**src/hw/rtl/acmrr_pkg.sv**
```systemverilog
// Package for the associative cache with MRU / random replacement.
// Holds field widths, defaults, codes, the state type and the LFSR step.
// No dependencies.
package acmrr_pkg;

  localparam int ENTRIES_DEF      = 16;
  localparam int PAYLOAD_BITS_DEF = 64;

  localparam int KEY_W       = 32;
  localparam int PAYLOAD_W   = 64;
  localparam int SLOT_W      = 4;
  localparam int IN_TDATA_W  = 96;
  localparam int OUT_TDATA_W = 72;
  localparam int OUT_TUSER_W = 2;

  localparam int CFG_ADDR_W = 3;
  localparam int CFG_DATA_W = 32;

  localparam int LFSR_W = 16;
  localparam logic [LFSR_W-1:0] LFSR_TAPS = 16'hB400;
  localparam logic [LFSR_W-1:0] LFSR_SEED = 16'hACE1;

  // Register indexes of the configuration port.
  localparam logic [0:0] REG_REPLACE_POLICY = 1'b0;

  typedef enum logic {
    OP_LOOKUP = 1'b0,
    OP_INSERT = 1'b1
  } op_t;

  typedef enum logic {
    POLICY_MRU    = 1'b0,
    POLICY_RANDOM = 1'b1
  } policy_t;

  typedef enum logic [1:0] {
    ST_IDLE,
    ST_MATCH,
    ST_RESP
  } state_t;

  // One Galois step: shift right, fold in the taps when a one drops out.
  function automatic logic [LFSR_W-1:0] lfsr_step(input logic [LFSR_W-1:0] s);
    logic [LFSR_W-1:0] shifted;
    shifted = s >> 1;
    return s[0] ? (shifted ^ LFSR_TAPS) : shifted;
  endfunction

endpackage

```
**src/hw/rtl/acmrr_ram.sv**
```systemverilog
// Generic single-port-write, single-port-read RAM with a registered read.
// Read data holds while no read is enabled. No dependencies.
module acmrr_ram #(
  parameter int WIDTH = 64,
  parameter int DEPTH = 16
) (
  input  logic                     clk,
  input  logic                     we,
  input  logic [$clog2(DEPTH)-1:0] waddr,
  input  logic [WIDTH-1:0]         wdata,
  input  logic                     re,
  input  logic [$clog2(DEPTH)-1:0] raddr,
  output logic [WIDTH-1:0]         rdata
);

  logic [WIDTH-1:0] mem [DEPTH];

  always_ff @(posedge clk) begin
    if (we) begin
      mem[waddr] <= wdata;
    end
    if (re) begin
      rdata <= mem[raddr];
    end
  end

endmodule

```
**src/hw/rtl/assoc_cache_mru_random_replace.sv**
```systemverilog
// Top level of the fully associative cache with MRU or random replacement.
// Depends on acmrr_pkg and instantiates acmrr_ram for the payload store.
//
// A fully associative cache of ENTRIES keyed payload words. Keys and valid
// bits sit in per-slot registers that are all compared in parallel against
// the request key; payloads live in a synchronous RAM. An item passes a
// compare state, in which inserts are written and lookups start the payload
// read, and a response state that loads the output register when it is free
// and may take the next item at once. The pseudo-random victim is reduced
// modulo ENTRIES in a two-stage multiply pipeline after each LFSR step, so an
// insert that evicts a random slot waits in the compare state until the
// pipeline has settled. Lookups of the same key return the lowest matching
// slot; no duplicate check is made on insert.
// replace_policy sits at byte address 0 and must only be written while the
// block is idle.
module assoc_cache_mru_random_replace #(
  parameter int ENTRIES      = acmrr_pkg::ENTRIES_DEF,
  parameter int PAYLOAD_BITS = acmrr_pkg::PAYLOAD_BITS_DEF
) (
  input  logic                                clk,
  input  logic                                rst_n,
  // Input items.
  input  logic                                in_tvalid,
  output logic                                in_tready,
  // tdata: key [31:0], payload_in [95:32]
  input  logic [acmrr_pkg::IN_TDATA_W-1:0]    in_tdata,
  // tuser: operation [0]
  input  logic                                in_tuser,
  // Result items.
  output logic                                out_tvalid,
  input  logic                                out_tready,
  // tdata: payload_out [63:0], slot [67:64], zero [71:68]
  output logic [acmrr_pkg::OUT_TDATA_W-1:0]   out_tdata,
  // tuser: hit [0], evicted [1]
  output logic [acmrr_pkg::OUT_TUSER_W-1:0]   out_tuser,
  // Configuration port.
  input  logic                                cfg_psel,
  input  logic                                cfg_penable,
  input  logic                                cfg_pwrite,
  input  logic [acmrr_pkg::CFG_ADDR_W-1:0]    cfg_paddr,
  input  logic [acmrr_pkg::CFG_DATA_W-1:0]    cfg_pwdata,
  output logic [acmrr_pkg::CFG_DATA_W-1:0]    cfg_prdata,
  output logic                                cfg_pready
);

  localparam int IDX_W   = $clog2(ENTRIES);
  localparam int LFSR_W  = acmrr_pkg::LFSR_W;
  localparam int KEY_W   = acmrr_pkg::KEY_W;
  localparam int SLOT_W  = acmrr_pkg::SLOT_W;
  localparam int PW      = acmrr_pkg::PAYLOAD_W;
  // Reciprocal for the modulo of a 16-bit value; exact for ENTRIES <= 256.
  localparam logic [31:0] RECIP = 32'((64'd1 << 32) / ENTRIES + 1);
  localparam logic [31:0] ENT32 = 32'(ENTRIES);

  // ---------------------------------------------------------------------
  // Configuration register.
  logic cfg_wr;
  acmrr_pkg::policy_t policy_r;

  assign cfg_pready = 1'b1;
  assign cfg_wr = cfg_psel && cfg_penable && cfg_pwrite && cfg_pready &&
                  (cfg_paddr[acmrr_pkg::CFG_ADDR_W-1:2] ==
                   acmrr_pkg::REG_REPLACE_POLICY);
  assign cfg_prdata = (cfg_paddr[acmrr_pkg::CFG_ADDR_W-1:2] ==
                       acmrr_pkg::REG_REPLACE_POLICY) ?
                      {{(acmrr_pkg::CFG_DATA_W-1){1'b0}}, policy_r} : '0;

  always_ff @(posedge clk) begin
    if (!rst_n) begin
      policy_r <= acmrr_pkg::POLICY_MRU;
    end else if (cfg_wr) begin
      policy_r <= acmrr_pkg::policy_t'(cfg_pwdata[0]);
    end
  end

  // ---------------------------------------------------------------------
  // Control.
  acmrr_pkg::state_t state_r, state_nxt;
  logic in_accept;
  logic out_free;
  logic load_out;
  logic do_match;
  logic rnd_wait;

  acmrr_pkg::op_t    req_op_r;
  logic [KEY_W-1:0]  req_key_r;
  logic [PAYLOAD_BITS-1:0] req_pay_r;

  logic             valid_r [ENTRIES];
  logic [KEY_W-1:0] key_r   [ENTRIES];
  logic [IDX_W-1:0] recent_r;
  logic [LFSR_W-1:0] lfsr_r;
  logic [1:0]        rnd_cnt_r;
  logic [LFSR_W-1:0] rnd_next;
  logic [LFSR_W-1:0] rnd_val_r;
  logic [LFSR_W-1:0] rnd_q_r;
  logic [47:0]       rnd_prod;
  logic [31:0]       rnd_qe;
  logic [LFSR_W-1:0] rnd_rem;
  logic [IDX_W-1:0]  rnd_slot_r;

  logic             hit_any;
  logic [IDX_W-1:0] hit_idx;
  logic             free_any;
  logic [IDX_W-1:0] free_idx;
  logic [IDX_W-1:0] target;
  logic             is_insert;

  logic             res_hit_r;
  logic             res_evict_r;
  logic [IDX_W-1:0] res_slot_r;
  logic [PAYLOAD_BITS-1:0] ram_rdata;

  logic                                out_tvalid_r;
  logic [acmrr_pkg::OUT_TDATA_W-1:0]   out_tdata_r;
  logic [acmrr_pkg::OUT_TUSER_W-1:0]   out_tuser_r;
  logic [IDX_W+SLOT_W-1:0]             slot_wide;
  logic [PW-1:0]                       pay_out;

  assign in_accept = in_tvalid && in_tready;
  assign out_free  = !out_tvalid_r || out_tready;
  assign is_insert = (req_op_r == acmrr_pkg::OP_INSERT);
  assign rnd_wait  = is_insert && !free_any && (policy_r == acmrr_pkg::POLICY_RANDOM) &&
                     (rnd_cnt_r != 2'd0);

  always_comb begin
    state_nxt = state_r;
    unique case (state_r)
      acmrr_pkg::ST_IDLE: begin
        if (in_accept) state_nxt = acmrr_pkg::ST_MATCH;
      end
      acmrr_pkg::ST_MATCH: begin
        if (!rnd_wait) state_nxt = acmrr_pkg::ST_RESP;
      end
      acmrr_pkg::ST_RESP: begin
        if (out_free) begin
          state_nxt = in_accept ? acmrr_pkg::ST_MATCH : acmrr_pkg::ST_IDLE;
        end
      end
      default: state_nxt = acmrr_pkg::ST_IDLE;
    endcase
  end

  always_comb begin
    in_tready = 1'b0;
    load_out  = 1'b0;
    do_match  = 1'b0;
    unique case (state_r)
      acmrr_pkg::ST_IDLE:  in_tready = 1'b1;
      acmrr_pkg::ST_MATCH: do_match  = !rnd_wait;
      acmrr_pkg::ST_RESP: begin
        in_tready = out_free;
        load_out  = out_free;
      end
      default: ;
    endcase
  end

  always_ff @(posedge clk) begin
    if (!rst_n) begin
      state_r <= acmrr_pkg::ST_IDLE;
    end else begin
      state_r <= state_nxt;
    end
  end

  // ---------------------------------------------------------------------
  // Request register.
  always_ff @(posedge clk) begin
    if (in_accept) begin
      req_op_r  <= acmrr_pkg::op_t'(in_tuser);
      req_key_r <= in_tdata[KEY_W-1:0];
      req_pay_r <= in_tdata[KEY_W +: PAYLOAD_BITS];
    end
  end

  // ---------------------------------------------------------------------
  // Parallel tag compare and free-slot search; the lowest slot wins.
  always_comb begin
    hit_any  = 1'b0;
    hit_idx  = '0;
    free_any = 1'b0;
    free_idx = '0;
    for (int i = ENTRIES - 1; i >= 0; i--) begin
      if (valid_r[i] && (key_r[i] == req_key_r)) begin
        hit_any = 1'b1;
        hit_idx = IDX_W'(i);
      end
      if (!valid_r[i]) begin
        free_any = 1'b1;
        free_idx = IDX_W'(i);
      end
    end
  end

  always_comb begin
    if (free_any) begin
      target = free_idx;
    end else if (policy_r == acmrr_pkg::POLICY_RANDOM) begin
      target = rnd_slot_r;
    end else begin
      target = recent_r;
    end
  end

  // ---------------------------------------------------------------------
  // Random victim: the next LFSR value modulo ENTRIES, prepared in two
  // stages while the generator holds still.
  assign rnd_next = acmrr_pkg::lfsr_step(lfsr_r);
  assign rnd_prod = {32'd0, rnd_next} * {16'd0, RECIP};
  assign rnd_qe   = {16'd0, rnd_q_r} * ENT32;
  assign rnd_rem  = rnd_val_r - rnd_qe[LFSR_W-1:0];

  always_ff @(posedge clk) begin
    rnd_val_r  <= rnd_next;
    rnd_q_r    <= rnd_prod[47:32];
    rnd_slot_r <= rnd_rem[IDX_W-1:0];
  end

  // ---------------------------------------------------------------------
  // Slot state.
  always_ff @(posedge clk) begin
    if (!rst_n) begin
      for (int i = 0; i < ENTRIES; i++) begin
        valid_r[i] <= 1'b0;
      end
      recent_r  <= '0;
      lfsr_r    <= acmrr_pkg::LFSR_SEED;
      rnd_cnt_r <= 2'd2;
    end else begin
      if (do_match && is_insert && !free_any &&
          (policy_r == acmrr_pkg::POLICY_RANDOM)) begin
        lfsr_r    <= rnd_next;
        rnd_cnt_r <= 2'd2;
      end else if (rnd_cnt_r != 2'd0) begin
        rnd_cnt_r <= rnd_cnt_r - 2'd1;
      end
      if (do_match) begin
        if (is_insert) begin
          valid_r[target] <= 1'b1;
          recent_r        <= target;
        end else if (hit_any) begin
          recent_r <= hit_idx;
        end
      end
    end
  end

  always_ff @(posedge clk) begin
    if (do_match && is_insert) begin
      key_r[target] <= req_key_r;
    end
  end

  always_ff @(posedge clk) begin
    if (do_match) begin
      res_hit_r   <= !is_insert && hit_any;
      res_evict_r <= is_insert && !free_any;
      if (is_insert) begin
        res_slot_r <= target;
      end else begin
        res_slot_r <= hit_any ? hit_idx : '0;
      end
    end
  end

  acmrr_ram #(
    .WIDTH (PAYLOAD_BITS),
    .DEPTH (ENTRIES)
  ) u_payload_ram (
    .clk   (clk),
    .we    (do_match && is_insert),
    .waddr (target),
    .wdata (req_pay_r),
    .re    (do_match && !is_insert && hit_any),
    .raddr (hit_idx),
    .rdata (ram_rdata)
  );

  // ---------------------------------------------------------------------
  // Output register.
  assign slot_wide = {{SLOT_W{1'b0}}, res_slot_r};
  assign pay_out   = res_hit_r ? PW'(ram_rdata) : '0;

  always_ff @(posedge clk) begin
    if (!rst_n) begin
      out_tvalid_r <= 1'b0;
    end else if (load_out) begin
      out_tvalid_r <= 1'b1;
    end else if (out_tready) begin
      out_tvalid_r <= 1'b0;
    end
  end

  always_ff @(posedge clk) begin
    if (load_out) begin
      out_tdata_r <= {{(acmrr_pkg::OUT_TDATA_W-PW-SLOT_W){1'b0}},
                      slot_wide[SLOT_W-1:0], pay_out};
      out_tuser_r <= {res_evict_r, res_hit_r};
    end
  end

  assign out_tvalid = out_tvalid_r;
  assign out_tdata  = out_tdata_r;
  assign out_tuser  = out_tuser_r;

  // ---------------------------------------------------------------------
  // Assertions.
  a_accept_to_match: assert property (@(posedge clk) disable iff (!rst_n)
    in_accept |=> (state_r == acmrr_pkg::ST_MATCH))
    else $error("accepted item did not enter the compare cycle");

  a_insert_sets_valid: assert property (@(posedge clk) disable iff (!rst_n)
    (do_match && is_insert) |=> valid_r[$past(target)])
    else $error("inserted slot is not valid afterwards");

  a_hit_not_evict: assert property (@(posedge clk) disable iff (!rst_n)
    (out_tvalid && out_tuser[0]) |-> !out_tuser[1])
    else $error("result flags both hit and eviction");

  a_lfsr_nonzero: assert property (@(posedge clk) disable iff (!rst_n)
    lfsr_r != '0)
    else $error("random generator reached the all-zero lock-up state");

endmodule

```
**config.mk**
```make
export PLATFORM = sky130hd
export DESIGN_NAME = assoc_cache_mru_random_replace
export DESIGN_NICKNAME = d
export VERILOG_FILES = /design/src/hw/rtl/acmrr_pkg.sv /design/src/hw/rtl/acmrr_ram.sv /design/src/hw/rtl/assoc_cache_mru_random_replace.sv
export SDC_FILE = /design/constraint.sdc
export NUM_CORES = 2
export LEC_CHECK = 0
export BUFFER_PORTS_ARGS = -buffer_cell sky130_fd_sc_hd__buf_2
export CORE_ASPECT_RATIO = 1.75
export CORE_MARGIN = 4
export CORE_UTILIZATION = 40
export CTS_CLUSTER_DIAMETER = 80
export CTS_CLUSTER_SIZE = 8
export DETAILED_ROUTE_END_ITERATION = 6
export PLACE_DENSITY_LB_ADDON = 0.15
export SLEW_MARGIN = 0
export SYNTH_ARGS = -nofsm -noshare
export SYNTH_HDL_FRONTEND = slang
export SYNTH_HIERARCHICAL = 1
export SYNTH_SLANG_ARGS = --single-unit
```
**constraint.sdc**
```tcl
create_clock -name clk -period 6.4 [get_ports clk]
set_input_delay 0.64 -clock clk [delete_from_list [all_inputs] [get_ports clk]]
set_output_delay 0.64 -clock clk [all_outputs]
set_load 0.1 [all_outputs]
```
==> metrics.sh <==
DIEHEIGHT_UM=566
CP-STARTPOINT='req_key_r[11]$_DFFE_PP_'
POST_SYNTH_NUM_CELL_TYPES=60
NFILLCELLS=14900
RUN_STATUS='finished clean'
SEQPWRFRAC=0.498
CAP_VIOLATIONS=0
WORST_SKEW_PAIR.LATE_LATENCY_NS=0.81
GLOBALROUTE.BUSIESTLAYER='met2'
PLACE_CONGESTION=0.890
COMB_POWER_FRAC=0.038
YS_FF_LATCH=1823
CPPEAKSTAGEDELAY_NS=1.03
FINALHOLDVIOLCOUNT=0
CRIT_PATH_CELL_TRACE='xor2_1, nor4_1, nand4_1, or4_1, o21ai_0, a21boi_0, o21ai_0, a21oi_1, o21ai_4, buf_12, buf_4, mux4_2, a22oi_1, nand2_1'
POST_SYNTH.CELL_AREA_AVG_UM2=19.3
NUM-NETS-FINAL=4353
SEQ_AREA_FRAC_SYNTH=0.763
HOLD_CLASS='input port to register'
FIRST_GLOBAL_VIAS=38000
CP_DATA_ARRIVAL_TIME_NS=5.74
SYNTH_COMMONEST_CELLS='sky130_fd_sc_hd__edfxtp_1 (1773), sky130_fd_sc_hd__xor2_1 (337), sky130_fd_sc_hd__mux4_2 (256), sky130_fd_sc_hd__xnor2_1 (178), sky130_fd_sc_hd__nor4_1 (149)'
GLOBALROUTEMET1UTIL=0.241
CRIT_PATH_MAX_FANOUT=15
POWER.DENSITY_CELL_AREA_nW_PER_UM2=321
POST_CTS_RESIZE_COUNT=0
AREA.GROWTH.SYNTH_TO_FINAL_PCT=18.1
INITIAL_CORE_UTIL=0.402
DRIVE_ABOVE_1_SHARE=0.228
PLACEDINSTANCEAREA_UM2=76100
GRT_ANTENNA_BEFORE_REPAIR=5
ROWS=204
TIMING.CRITICAL_PATH.FROM_TYPE='register'
CTS_INSERTED_BUFFERS=270
FINAL_DESIGN_AREA_NO_FILL_UM2=83900
POWER.SWITCHING_mW=5.67
SYNTH_WARNINGS=6
SLEW_HEADROOM=0.266
YOSYS.CELL_COUNT.TOP_TYPE='sky130_fd_sc_hd__edfxtp_1'
CORE_UM2=177000
YS_DOMINANT_REG_CELL='sky130_fd_sc_hd__edfxtp_1'
NUMPORTBUFFERS=178
POWER.SHARE.SWITCHING=0.210
SLOWEST_STAGE='sky130_fd_sc_hd__edfxtp_1'
GRT_PASS1_WL_UM=270000
CLOCK_SINKS=1823
GRT.OVERFLOW.TOTAL=0
POST-LAYOUT-TOTAL-POWER_mW=26.9
DIE-AREA_UM2=185000
TRITONCTS='yes'
MAX_FREQ_MHz=191
WORST_HOLD_STARTPOINT='in_tdata[8]'
SYNTH_TOP_AREA_CELLS='sky130_fd_sc_hd__edfxtp_1 (75%), sky130_fd_sc_hd__mux4_2 (8.1%), sky130_fd_sc_hd__xor2_1 (4.2%)'
GRT.MET3_USAGE=0.0270
ASYNCSETRESETFLOPFRACSYNTH=0
IR_WORST_VDD_V=0.000212
VIA_COUNT=35800
PER_CELL_ROUTED_WIRE_LENGTH_UM=28.3
MIN_PERIOD_NS=5.24
END_KIND='register'
GROUTE.LAYER.MET2.USAGE=0.367
SYNTH-EDFF-COUNT=1773
REQUIRED_NS=6.90
HPWL_UM=109000
HTREEDEPTH=5
DETAIL_ROUTE.WIRELENGTH_UM=188000
IO-PIN-COUNT=248
CRITICALPATHCATEGORY='register to register'
RSZ0062_AT_GRT='no'
TIMING.FINAL.MAX_SLEW_VIOLATIONS=0
PWR-SHARE-CLK=0.464
DRT.ANTENNA.VIOLATING_NETS=0
POST-SYNTH-TOP-AREA-CELL='sky130_fd_sc_hd__edfxtp_1'
FIN_SKEW_NS=0.0564
GRT_START_MAX_NET_PINS=98
AVGVIACOUNTPERCELL=5.40
CRIT_TOP_CELL='sky130_fd_sc_hd__o21ai_0'
FLOORPLAN.DIE.WIDTH_UM=327
MEASURED_SLEW_AT_THE_WORST_SLEW_CHECK_PIN_NS=1.09
DR_ITER_0_VIOLS=2576
LEAKAGE_nW=26.7
CRIT-REG2REG-LAUNCH='req_key_r[11]$_DFFE_PP_'
TIMING.REG2REG.SETUP_SLACK_NS=1.16
CLOCKBUFFERDEPTH=4
DRC_VIOLATION_COUNT_AFTER_ROUTING=0
PERIOD_SHARE=0.819
CTS.REPORTEDPATHS.CLKPINSLEW_NS=0.05
MAPPEDNETLISTAREA_UM2=71000
POST-SYNTH-TOP-AREA-FRACTION=0.749
GRT_USE_TOTAL=0.202
DRT_PASS1_ITERATIONS=5
FINALSETUPVIOLCOUNT=0
SYN_INST_COUNT=3682
ROOT_BUFFER='sky130_fd_sc_hd__clkbuf_16'
INTERNAL_POWER_mW=21.3
cell families after synthesis:
group	count (synthesis)	synth area share
multiplexers	263	0.0822
XOR/XNOR	515	0.0635
flip-flops	1823	0.763
AO/OA/AOI/OAI	205	0.0213
other	2	0.000106
adder cells (fa/ha/maj)	1	0.000176
AND/OR/NAND/NOR	656	0.0508
buffers and inverters	217	0.0184
layer usage:
| layer | share of wire | routed length (um) |
|---|---|---|
| met5 | 0 | 0 |
| met4 | 0.043 | 8100 |
| met2 | 0.53 | 100000 |
| met3 | 0.040 | 7440 |
| met1 | 0.39 | 72600 |
final timing paths:
path,end,depth (start not counted)
worst min register to register,rnd_slot_r[3]$_DFF_P_,0
worst max register to register,u_payload_ram/rdata[59]$_DFFE_PP_,14
worst max-delay path,u_payload_ram/rdata[59]$_DFFE_PP_,14
worst min-delay path,req_key_r[8]$_DFFE_PP_,1
placed cells by master, fill, tap and decap left out, types with 5 or more instances in the layout:
master	netlist	layout
sky130_fd_sc_hd__xor2_1	337	337
sky130_fd_sc_hd__nand2b_1	10	10
sky130_fd_sc_hd__or4_1	15	15
sky130_fd_sc_hd__and3_1	6	6
sky130_fd_sc_hd__edfxtp_1	1773	1773
sky130_fd_sc_hd__nor2_1	53	23
sky130_fd_sc_hd__clkbuf_16	0	278
sky130_fd_sc_hd__o211ai_1	5	5
sky130_fd_sc_hd__nor4_1	149	149
sky130_fd_sc_hd__nand2_1	145	145
sky130_fd_sc_hd__nand4_1	81	81
sky130_fd_sc_hd__dfxtp_1	50	50
sky130_fd_sc_hd__nor2_4	0	14
sky130_fd_sc_hd__nand3_1	37	37
sky130_fd_sc_hd__o21a_1	19	19
sky130_fd_sc_hd__nor3_1	39	35
sky130_fd_sc_hd__nand4b_1	16	16
sky130_fd_sc_hd__and2_1	72	69
sky130_fd_sc_hd__clkbuf_1	49	28
sky130_fd_sc_hd__o21ai_0	12	11
sky130_fd_sc_hd__nor2b_1	7	5
sky130_fd_sc_hd__nor4b_1	7	7
sky130_fd_sc_hd__inv_6	0	9
sky130_fd_sc_hd__buf_2	54	178
sky130_fd_sc_hd__buf_4	52	139
sky130_fd_sc_hd__conb_1	2	36
sky130_fd_sc_hd__mux4_2	256	256
sky130_fd_sc_hd__nor2_2	0	16
sky130_fd_sc_hd__a21oi_1	15	14
sky130_fd_sc_hd__a22oi_1	128	128
sky130_fd_sc_hd__buf_12	1	51
sky130_fd_sc_hd__dlygate4sd3_1	0	59
sky130_fd_sc_hd__xnor2_1	178	178
sky130_fd_sc_hd__inv_1	15	15
state kept, by name (all words and copies together) (netlist names), 16 cells and up:
name                 flops
lfsr_r                  16
u_payload_ram/mem     1024
req_pay_r               64
req_key_r               32
valid_r                 16
key_r                  512
u_payload_ram/rdata     64
out_tdata               68
area by class of cell:
class / instances / area (um2) / area share
Multi-Input combinational cell: 1676 / 15800 / 0.189
Sequential cell: 1823 / 54200 / 0.646
Antenna cell: 3 / 7.51 / 0.0000895
Clock buffer: 306 / 7060 / 0.0842
Inverter: 15 / 56.3 / 0.000671
Timing Repair Buffer: 427 / 3550 / 0.0423
Tap cell: 2369 / 2960 / 0.0353
Clock inverter: 16 / 186 / 0.00222
metrics by stage:
step	setup WS, ns	hold WS, ns	utilization	TNS [ns]	instances
5_1_grt	1.01	0.0121	0.475	0	6633
3_5_place_dp	1.13	0.315	0.431	0	6251
4_1_cts	1.12	0.000343	0.475	0	6632
3_3_place_gp	1.06	0.316	0.431	0	6251
6_report	1.16	0.0482	0.475	0	6635
2_1_floorplan	-0.0656	0.310	-	-12.58	3716
worst max-delay path: cells and delay by family (launching register included):
family | cells | cell delay, ns
flip-flops | 1 | 1.03
AND/OR/NAND/NOR | 4 | 1.25
buffers and inverters | 2 | 0.44
AO/OA/AOI/OAI | 6 | 1.45
XOR/XNOR | 1 | 0.22
multiplexers | 1 | 0.51
what timing repair did:
action,in CTS,in global routing
setup buffers,0,0
endpoints found under the hold margin,59,0
hold buffers,59,0
power groups by stage:
stage	sequential, mW	combinational, mW	clock (mW)
floorplan	13.7	0.530	0
global placement	13.6	1.00	0
detailed placement	13.7	1.00	0
CTS	13.4	1.04	12.8
global route	13.4	1.08	13.3
finish	13.4	1.02	12.5
(Power assumes the default switching activity.)
